<file path="config.mk">
export PLATFORM = sky130hd
export DESIGN_NAME = cwfi_div_stage
export DESIGN_NICKNAME = d
export VERILOG_FILES = /design/src/cwfi_pkg.sv /design/src/cwfi_div_stage.sv
export SDC_FILE = /design/constraint.sdc
export NUM_CORES = 1
export LEC_CHECK = 0
export BUFFER_PORTS_ARGS = -buffer_cell sky130_fd_sc_hd__buf_2
export CORE_ASPECT_RATIO = 1.25
export CORE_MARGIN = 2
export CORE_UTILIZATION = 35
export CTS_BUF_LIST = sky130_fd_sc_hd__clkbuf_8
export CTS_CLUSTER_DIAMETER = 100
export DETAILED_ROUTE_END_ITERATION = 10
export GPL_TIMING_DRIVEN = 1
export PLACE_DENSITY = 0.66
export SLEW_MARGIN = 20
export SYNTH_ARGS = -nofsm -noshare
export SYNTH_HDL_FRONTEND = slang
export SYNTH_SLANG_ARGS = --single-unit
</file>
<file path="constraint.sdc">
create_clock -name i_clk -period 3.5 [get_ports i_clk]
set_input_delay 0.175 -clock i_clk [delete_from_list [all_inputs] [get_ports i_clk]]
set_output_delay 0.175 -clock i_clk [all_outputs]
set_load 0.01 [all_outputs]
</file>
<file path="src/cwfi_pkg.sv">
// Shared types and constants of the conductivity-weighted face interpolator.
// No dependencies; every module of the block uses this package.
`timescale 1ns / 1ps
`default_nettype none
package cwfi_pkg;

    localparam int KIND_W = 2;
    typedef logic [KIND_W-1:0] t_kind;

    localparam t_kind KIND_INTERIOR = 2'd0;
    localparam t_kind KIND_PATCH    = 2'd1;

    // Width of one side weight (32 x 32 product) and of the doubled weight sum.
    localparam int PROD_W = 64;
    localparam int HALF_W = 32;
    localparam int DEN_W  = PROD_W + 2;

    // One in Q1.16, the complement base of the Q0.16 patch weight.
    localparam logic [16:0] WEIGHT_ONE = 17'h10000;

    // Control that travels with every pipeline slot.
    typedef struct packed {
        logic valid;
        logic err;
        logic pass;
    } t_ctrl;

endpackage
`default_nettype wire

</file>
<file path="src/cwfi_div_stage.sv">
// One restoring-division stage: resolves quotient bit BIT_IDX.
// Depends on cwfi_pkg.
`timescale 1ns / 1ps
`default_nettype none
module cwfi_div_stage #(
    parameter int VALUE_BITS = 32,
    parameter int BIT_IDX    = 0
) (
    input  wire                          i_clk,
    input  wire                          i_rst_n,
    input  wire                          i_en,
    input  wire cwfi_pkg::t_ctrl         i_ctrl,
    input  wire [VALUE_BITS-1:0]         i_vn_b,
    input  wire [VALUE_BITS-1:0]         i_num_lo,
    input  wire [VALUE_BITS-1:0]         i_q,
    input  wire [cwfi_pkg::DEN_W-1:0]    i_rem,
    input  wire [cwfi_pkg::DEN_W-1:0]    i_den,
    output cwfi_pkg::t_ctrl              o_ctrl,
    output logic [VALUE_BITS-1:0]        o_vn_b,
    output logic [VALUE_BITS-1:0]        o_num_lo,
    output logic [VALUE_BITS-1:0]        o_q,
    output logic [cwfi_pkg::DEN_W-1:0]   o_rem,
    output logic [cwfi_pkg::DEN_W-1:0]   o_den
);
    localparam int DW = cwfi_pkg::DEN_W;

    cwfi_pkg::t_ctrl       r_ctrl;
    logic [VALUE_BITS-1:0] r_vn_b, r_num_lo, r_q, n_q;
    logic [DW-1:0]         r_rem, r_den, n_rem;
    logic [DW:0]           trial, diff;

    always_comb begin
        trial = {i_rem, i_num_lo[BIT_IDX]};
        diff  = trial - {1'b0, i_den};
        n_q   = i_q;
        if (!diff[DW]) begin
            n_rem        = diff[DW-1:0];
            n_q[BIT_IDX] = 1'b1;
        end else begin
            n_rem = trial[DW-1:0];
        end
    end

    always_ff @(posedge i_clk) begin
        if (!i_rst_n) begin
            r_ctrl <= '0;
        end else if (i_en) begin
            r_ctrl <= i_ctrl;
        end
    end

    always_ff @(posedge i_clk) begin
        if (i_en) begin
            r_vn_b   <= i_vn_b;
            r_num_lo <= i_num_lo;
            r_q      <= n_q;
            r_rem    <= n_rem;
            r_den    <= i_den;
        end
    end

    assign o_ctrl   = r_ctrl;
    assign o_vn_b   = r_vn_b;
    assign o_num_lo = r_num_lo;
    assign o_q      = r_q;
    assign o_rem    = r_rem;
    assign o_den    = r_den;
endmodule
`default_nettype wire

</file>
==> flow_summary.toml, run 1 <==
[outcome]
status = "completed"

[cts]
cts_tree = "built"
clockRootBuffer = "clkbuf_8"
clk_path_buf_depth = 3
clock_latency_ns = 0.55
cts.clk_slew.worst_paths_ns = 0.06
cts_buffers = 39
htreeDepth = 2
cts.sinks = 231

[setup_path]
cp_data_required_time_ns = 3.81
path_max_fanout = 8
cp-end-kind = "register"
arrival_ns = 3.75
start_kind = "input port"
crit_type = "in2reg"

[sta]
hold_viol = 0
period_minus_slack_ns = 3.441
skew_ns = 0
worst_pin_slew_ns = 0.5849
relSlewSlack = 0.6100
slew_viol_final = 0
fin_crit_sh = 0.9831
finalSetupViolCount = 0
setup_tns_ns = 0
holdWs_ns = 0.06841
clock.fmax_ghz = 0.2906

[pwr]
combPwrFrac = 0.272
p_sw_mw = 2.434
p_leak_nw = 8.577
power_frac_seq = 0.405
swShare = 0.2830
p_int_mw = 6.167
peakVddDrop_mv = 0.3035
p_per_area_nw_per_um2 = 449.3
power_frac_clock = 0.322

[die]
dieHeight_um = 210.7
initial_core_util = 0.3561
die_area_um2 = 35680
rows = 75
core_area_um2 = 33590
ios = 465
die_x_um = 169.4

[logic_synthesis]
netlist_area_um2 = 11960
ys_ff_latch = 231
synth_seq_area_share = 0.5773
synth_cell_type_count = 61
netlist_instances = 937
async_reset_ff_frac = 0
yosysWarnings = 0
synth_nets = 1238
synth_edf_count = 228
syn-mean-instance-area_um2 = 12.77
synth-main-ff-cell = "edfxtp_1"

[global_route]
grt_max_degree = 70
grt_util_all_layers = 0.2230
grt_pass1_wl_um = 61110
overflow = 0
grt_pass1_vias = 11210
antenna_found_initial = 6

[routing]
antenna_left = 0
wl_per_cell_um = 19.43
dr.first_iter.drc_count = 627
viasPerCell = 4.887
drtPass1Iterations = 5
vias = 10730
wl_um = 42650
drc_errors = 0

[finish]
n_fill_cell = 2754
layout.cells.non_filler = 2195
drive_above_1_share = 0.4228
syn_to_final_growth_pct = 60.01
final_cell_mix = "453 x buf_2, 228 x edfxtp_1, 227 x dlygate4sd3_1, 88 x buf_4, 76 x inv_1"
nNetsFinal = 2041
layout_commonest_cell = "buf_2"

[placed_design]
placedCellCount = 1887
globalplace.congestion = 0.8600
port_buffers = 464
place_hpwl_um = 29940

[min_path]
hold_path_class = "in2reg"

[flow_run]
timing.max_cap.violations = 0
[worst paths after layout]
path                            startpoint   endpoint  slack (ns)  cells after the start
worst max-delay path             i_den[19]  o_rem[36]        0.06                     18
worst min-delay path             i_den[28]  o_den[28]        0.07                      2
worst max register to register   o_ctrl[1]  o_ctrl[1]        2.32                      3
worst min register to register   o_ctrl[0]  o_ctrl[0]        0.53                      2
[power groups by stage]
stage / registers, mW / logic (mW) / clock network [mW]
floorplan: 3.68 / 0.919 / 0
global placement: 3.53 / 1.94 / 0
detailed placement: 3.54 / 1.96 / 0
CTS: 3.48 / 2.17 / 2.82
global route: 3.51 / 2.51 / 2.93
finish: 3.49 / 2.34 / 2.77
[area by class of cell]
cell class | count | area [um^2] | area share
diodes | 3 | 7.507 | 0.0003922
multi-input cells | 600 | 5000 | 0.2612
clock buffers | 39 | 536.8 | 0.02804
well taps | 423 | 529.3 | 0.02765
inverters | 81 | 304.0 | 0.01588
repair buffers | 787 | 5530 | 0.2889
clock inverters | 31 | 327.8 | 0.01713
flip-flops and latches | 231 | 6907 | 0.3608
[synth_stat cells (all sizes together), types with 3 or more instances]
cell type,number,area (um^2)
clkbuf,12,46.29
nor2b,13,81.33
mux2,64,833.3
nand2b,4,25.02
nor3,7,35.03
ha,66,825.8
nand2,58,217.7
a21o,32,240.2
buf,13,90.08
xnor2,38,340.3
nand4,14,87.58
o21bai,13,101.4
mux2i,5,50.05
nor4,5,31.28
o21ai,44,231.5
dfxtp,3,60.06
and3,11,68.82
inv,81,304.0
and2,6,37.54
o21a,13,97.59
nand3,15,75.07
o31ai,4,30.03
a221o,4,40.04
nor2,39,146.4
a21oi,73,365.4
a31oi,12,96.34
a221oi,3,26.28
edfxtp,228,6847
a21boi,4,30.03
xor2,24,210.2
o211ai,7,57.55
[timing repair]
| action | 4_1_cts | 5_1_grt |
|---|---|---|
| gates resized for setup | 0 | 86 |
| setup endpoints to repair | 0 | 67 |
| buffers inserted | 0 | 11 |
| hold buffers | 231 | 1 |
| hold endpoints to repair | 230 | 1 |
[cells by family (layout without fill, tap and decap cells)]
| group | Yosys count | after routing | share of synthesized area |
|---|---|---|---|
| compound gates | 223 | 223 | 0.1231 |
| xor+xnor | 62 | 62 | 0.04602 |
| fa+ha+maj | 67 | 67 | 0.07070 |
| buf+inv | 106 | 938 | 0.03682 |
| flops | 231 | 231 | 0.5773 |
| mux | 69 | 69 | 0.07384 |
| other cells | 0 | 3 | 0 |
| simple gates | 179 | 179 | 0.07217 |
[routing by layer]
metal	share of wire	wire length (um)	GRT usage
met1	0.37	15570	0.2312
met2	0.52	22300	0.4191
met3	0.074	3175	0.06277
met4	0.037	1564	0.09166
met5	0.00080	34	0
[registers in the layout, summed over array words and instances (netlist names)]
signal and flops:
o_den 66, o_num_lo 32, o_q 32, o_vn_b 32
o_ctrl 3, o_rem 66
[per-stage QoR]
stage	cell area [um^2]	utilization	total power [mW]	worst slack, ns
after floorplan	11960	-	4.603	0.1080
after global placement	15430	0.4594	5.470	-0.2687
after detailed placement	15430	0.4594	5.496	-0.3532
after CTS	18610	0.5540	8.482	0.001640
after global routing	19140	0.5698	8.954	-0.05189
final	19140	0.5698	8.601	0.05907
[worst max-delay path, cell delays in order]
cell and delay, ns:
dlygate4sd3_1 0.53, buf_2 0.13, inv_2 0.06, ha_4 0.19, a21o_1 0.17, a21o_1 0.17, a21oi_2 0.17, o221ai_2 0.16
a41oi_4 0.27, o21bai_4 0.10, a31oi_4 0.23, o21ai_4 0.10, a311oi_4 0.39, xnor2_4 0.18, buf_6 0.15, buf_12 0.11
buf_12 0.13, mux2_4 0.30
Note: power is estimated with default switching activity, not from simulation.
==> run 2, diff against run 1 <==
Settings changed: CORE_AREA set to 2 2 180 182, CORE_ASPECT_RATIO 1.25 to unset, CORE_MARGIN 2 to unset, CORE_UTILIZATION 35 to unset, DIE_AREA set to 0 0 182 184, PLACE_DENSITY 0.66 to 0.7.
==> flow_summary.toml, run 2 (same netlist as run 1, synthesis figures left out) <==
[outcome]
status = "completed"

[routing]
antenna_left = 0
viasPerCell = 4.999
drtPass1Iterations = 5
wl_um = 42250
dr.first_iter.drc_count = 645
drc_errors = 0
wl_per_cell_um = 19.35
vias = 10910

[placed_design]
dpl_cell_area_um2 = 15420
place_hpwl_um = 28720
port_buffers = 464
globalplace.congestion = 0.8609

[pwr]
p_leak_nw = 8.548
p_per_area_nw_per_um2 = 433.7
peakVddDrop_mv = 0.2870

[setup_path]
cp_data_required_time_ns = 3.80
critical_path.top_delay_family = "compound AO/OA/AOI/OAI gates"
path_max_fanout = 3
max_stage_delay_ns = 0.55
start_kind = "input port"
crit_type = "in2reg"
critPathBufInv = 5
cp-end-kind = "register"
r2r_slack_ns = 2.35
path_common_cell = "a21o_1"
arrival_ns = 3.74
r2r-start = "o_ctrl[0]"
r2r_cells = 3
reg2reg_to = "o_ctrl[0]"
crit_chain = "dlygate4sd3_1 -> buf_2 -> inv_2 -> ha_4 -> a21o_1 -> buf_4 -> a21o_1 -> a21o_1 -> a221o_1 -> a22oi_1 -> buf_4 -> o21ba_2 -> o21ai_1 -> a21oi_1 -> o21bai_1 -> xor2_1 -> mux2_2"
cpMaxStageDelayCell = "dlygate4sd3_1"

[finish]
final_cell_mix = "460 x buf_2, 230 x dlygate4sd3_1, 228 x edfxtp_1, 93 x inv_1, 90 x buf_4"
syn_to_final_growth_pct = 58.50
design_area_um2 = 18960
drive_above_1_share = 0.4129
nNetsFinal = 2051
layout_commonest_cell = "buf_2"
n_fill_cell = 2439

[die]
die_area_um2 = 33490
rows = 65
die_x_um = 182
core_area_um2 = 31390
dieHeight_um = 184
initial_core_util = 0.3811
ios = 465

[cts]
clockRootBuffer = "clkbuf_8"
cts_buffers = 41
cts.clk_slew.worst_paths_ns = 0.05
cts_tree = "built"
cts.sinks = 231
htreeDepth = 2
clk_path_buf_depth = 3
clock_latency_ns = 0.55

[sta]
slew_viol_final = 0
clock.fmax_ghz = 0.2909
worst_pin_slew_ns = 0.5811
period_minus_slack_ns = 3.437
holdWs_ns = 0.07685
setup_tns_ns = 0
relSlewSlack = 0.6126
fin_crit_sh = 0.9821
finalSetupViolCount = 0
hold_viol = 0
skew_ns = 0

[flow_run]
timing.max_cap.violations = 0

[min_path]
worstHoldStart = "i_num_lo[0]"
hold_path_class = "in2reg"
min_to = "o_rem[0]"
hold_depth = 3

[global_route]
antenna_found_initial = 5
grt_pass1_wl_um = 61440
grt_util_all_layers = 0.2353
grt_max_degree = 89
grt_pass1_vias = 11320
overflow = 0
==> run 2: cell count changes in the layout (fill, tap and decap cells not counted), moves of 4 or more <==
cell,delta
a21oi_2,-5
dlymetal6s4s_1,-5
inv_1,+17
buf_12,-4
a21oi_1,+4
inv_2,-9
buf_2,+7
bufinv_16,-5
==> run 2: stage by stage <==
| step | power, mW | setup WS [ns] | cells | util |
|---|---|---|---|---|
| after floorplan | 4.603 | 0.1080 | 937 | - |
| after global placement | 5.440 | -0.3186 | 1869 | 0.4912 |
| after detailed placement | 5.480 | -0.4148 | 1869 | 0.4912 |
| after CTS | 8.095 | 0.0004974 | 2172 | 0.5886 |
| after global routing | 8.591 | -0.03192 | 2182 | 0.6039 |
| final | 8.222 | 0.06276 | 2183 | 0.6040 |
==> run 2: how the worst max path moves through the flow <==
stage	depth (start not counted)	end	slack (ns)	startpoint
detailed placement	17	o_rem[34]	-0.41	i_num_lo[0]
finish	17	o_rem[59]	0.06	i_den[15]
CTS	13	o_rem[34]	0.0005	i_rem[30]
floorplan	17	o_rem[27]	0.11	i_num_lo[0]
global route	17	o_rem[21]	-0.03	i_den[20]
global placement	17	o_rem[34]	-0.32	i_num_lo[0]
==> run 2: power by group <==
part	internal (mW)	leakage [nW]	switching (mW)
clock	1.24	0.442	1.16
sequential	3.39	2.26	0.0796
combinational	1.19	5.85	1.16
==> run 2: final cells by class <==
type	count	area [um^2]	area share
Sequential cell	231	6907	0.3643
Timing Repair Buffer	795	5552	0.2928
Multi-Input combinational cell	600	4936	0.2603
Clock buffer	41	564.3	0.02976
Tap cell	402	503.0	0.02653
Inverter	81	304.0	0.01604
Clock inverter	32	192.7	0.01016
Antenna cell	1	2.502	0.0001320
==> run 2: repair_timing <==
item                       CTS  global route
resized for setup            0            61
setup buffers                0             7
hold buffers               230             0
setup endpoints to repair    0            67
hold endpoints to repair   229             0
==> run 2: worst reg2reg max path, cell delays in order, from the launching register on <==
cell and delay (ns):
dfxtp_1 0.30, mux2i_1 0.12, nor2b_1 0.06, dlygate4sd3_1 0.55
==> run 2: per-layer routing <==
layer	track usage	routed length (um)
met1	0.2614	15790
met2	0.4354	21950
met3	0.05170	3056
met4	0.09645	1407
met5	0	42
==> run 3, diff against run 2 <==
Settings changed: CORE_AREA 2 2 180 182 to 8 8 176 178, DIE_AREA 0 0 182 184 to 0 0 184 186, PLACE_DENSITY 0.7 to 0.77.
==> flow_summary.toml, run 3 (same netlist as run 1, synthesis figures left out) <==
[setup_path]
crit_type = "in2reg"
cpMaxStageDelayCell = "dlygate4sd3_1"
max_stage_delay_ns = 0.53
path_common_cell = "clkbuf_16"
start_kind = "input port"
cp_data_required_time_ns = 3.77
crit_chain = "dlygate4sd3_1 -> buf_2 -> inv_1 -> ha_1 -> buf_4 -> a21oi_1 -> o221ai_2 -> a41oi_2 -> o21bai_4 -> a31oi_4 -> o21ai_4 -> a311oi_4 -> xnor2_4 -> clkbuf_16 -> clkbuf_16 -> mux2_4"
cp-end-kind = "register"
path_max_fanout = 8
arrival_ns = 3.72

[die]
die_area_um2 = 34220
initial_core_util = 0.4237
ios = 465
rows = 62
die_x_um = 184
dieHeight_um = 186
core_area_um2 = 28240

[sta]
clock.fmax_ghz = 0.2901
period_minus_slack_ns = 3.447
finalSetupViolCount = 0
relSlewSlack = 0.5650
fin_crit_sh = 0.9848
skew_ns = 0
slew_viol_final = 0
setup_tns_ns = 0
holdWs_ns = 0.01350
worst_pin_slew_ns = 0.6525
hold_viol = 0

[pwr]
p_per_area_nw_per_um2 = 434.4
totalPowerFinal_mw = 8.194
swShare = 0.2943
combPwrFrac = 0.290
p_int_mw = 5.782
power_frac_seq = 0.425
p_sw_mw = 2.412
peakVddDrop_mv = 0.2958
p_leak_nw = 8.593
power_frac_clock = 0.285

[finish]
nNetsFinal = 2055
syn_to_final_growth_pct = 57.68
design_area_um2 = 18860
drive_above_1_share = 0.4029
utilization = 0.6680
layout_commonest_cell = "buf_2"
n_fill_cell = 2041
final_cell_mix = "458 x buf_2, 228 x edfxtp_1, 226 x dlygate4sd3_1, 100 x buf_4, 90 x inv_1"

[placed_design]
globalplace.congestion = 0.8803
place_hpwl_um = 31220
port_buffers = 464
dpl_cell_area_um2 = 15460

[routing]
drtPass1Iterations = 5
drc_errors = 0
dr.first_iter.drc_count = 795
viasPerCell = 5.175
wl_per_cell_um = 21.29
vias = 11240
antenna_left = 0
wl_um = 46230

[cts]
clk_path_buf_depth = 3
cts_tree = "built"
clockRootBuffer = "clkbuf_8"
cts.sinks = 231
htreeDepth = 2
cts_buffers = 39
clock_latency_ns = 0.52
cts.clk_slew.worst_paths_ns = 0.06

[global_route]
grt_pass1_wl_um = 66690
grt_pass1_vias = 11920
antenna_found_initial = 8
grt_max_degree = 85
overflow = 0
grt_util_all_layers = 0.2502

[min_path]
hold_path_class = "in2reg"

[outcome]
status = "completed"

[flow_run]
timing.max_cap.violations = 0
==> run 3: path summary, 6_finish.rpt <==
path | from | to | slack [ns] | cells after the start
worst min register to register | o_ctrl[0] | o_ctrl[0] | 0.54 | 2
worst max-delay path | i_den[25] | o_rem[47] | 0.05 | 16
worst min-delay path | i_den[30] | o_den[30] | 0.01 | 1
worst max register to register | o_ctrl[2] | o_ctrl[2] | 2.34 | 3
==> run 3: power by group through the flow <==
stage | registers (mW) | logic, mW | clock network, mW
after floorplan | 3.68 | 0.919 | 0
after global placement | 3.52 | 1.94 | 0
after detailed placement | 3.52 | 1.98 | 0
after CTS | 3.47 | 2.20 | 2.34
after global routing | 3.50 | 2.53 | 2.50
final | 3.48 | 2.37 | 2.34
==> run 3: layout make-up <==
class / instances / area [um^2] / share of cell area
repair buffers: 801 / 5634 / 0.2987
multi-input cells: 600 / 4808 / 0.2549
clock buffers: 39 / 536.8 / 0.02846
inverters: 81 / 304.0 / 0.01612
well taps: 384 / 480.5 / 0.02547
diodes: 5 / 12.51 / 0.0006633
flip-flops and latches: 231 / 6907 / 0.3661
clock inverters: 30 / 180.2 / 0.009552
==> run 3: repair_timing <==
| item | 4_1_cts | 5_1_grt |
|---|---|---|
| setup buffers | 0 | 7 |
| setup endpoints to repair | 0 | 65 |
| endpoints found under the hold margin | 228 | 1 |
| hold buffers | 229 | 1 |
| gates resized for setup | 0 | 41 |
==> run 3: per-stage QoR <==
stage,std cells,setup slack [ns]
global placement,1859,-0.2706
finish,2171,0.05317
floorplan,937,0.1080
global route,2170,-0.01801
detailed placement,1859,-0.3918
CTS,2157,0.001461
==> run 3: critical path: cells and delay by family <==
kind                     cells  cell delay [ns]
adder cells (fa/ha/maj)      1             0.25
buffers and inverters        6             1.29
XOR/XNOR                     1             0.19
AO/OA/AOI/OAI                7             1.51
multiplexers                 1             0.30
==> run 3: per-layer routing <==
metal	routed length, um	vias up	part of all wire	GRT usage
met5	54	-	0.0012	0
met4	2342	8	0.051	0.1304
met3	3630	144	0.079	0.06266
met2	23970	573	0.52	0.4621
met1	16230	5377	0.35	0.2588
li1	-	5134	-	-
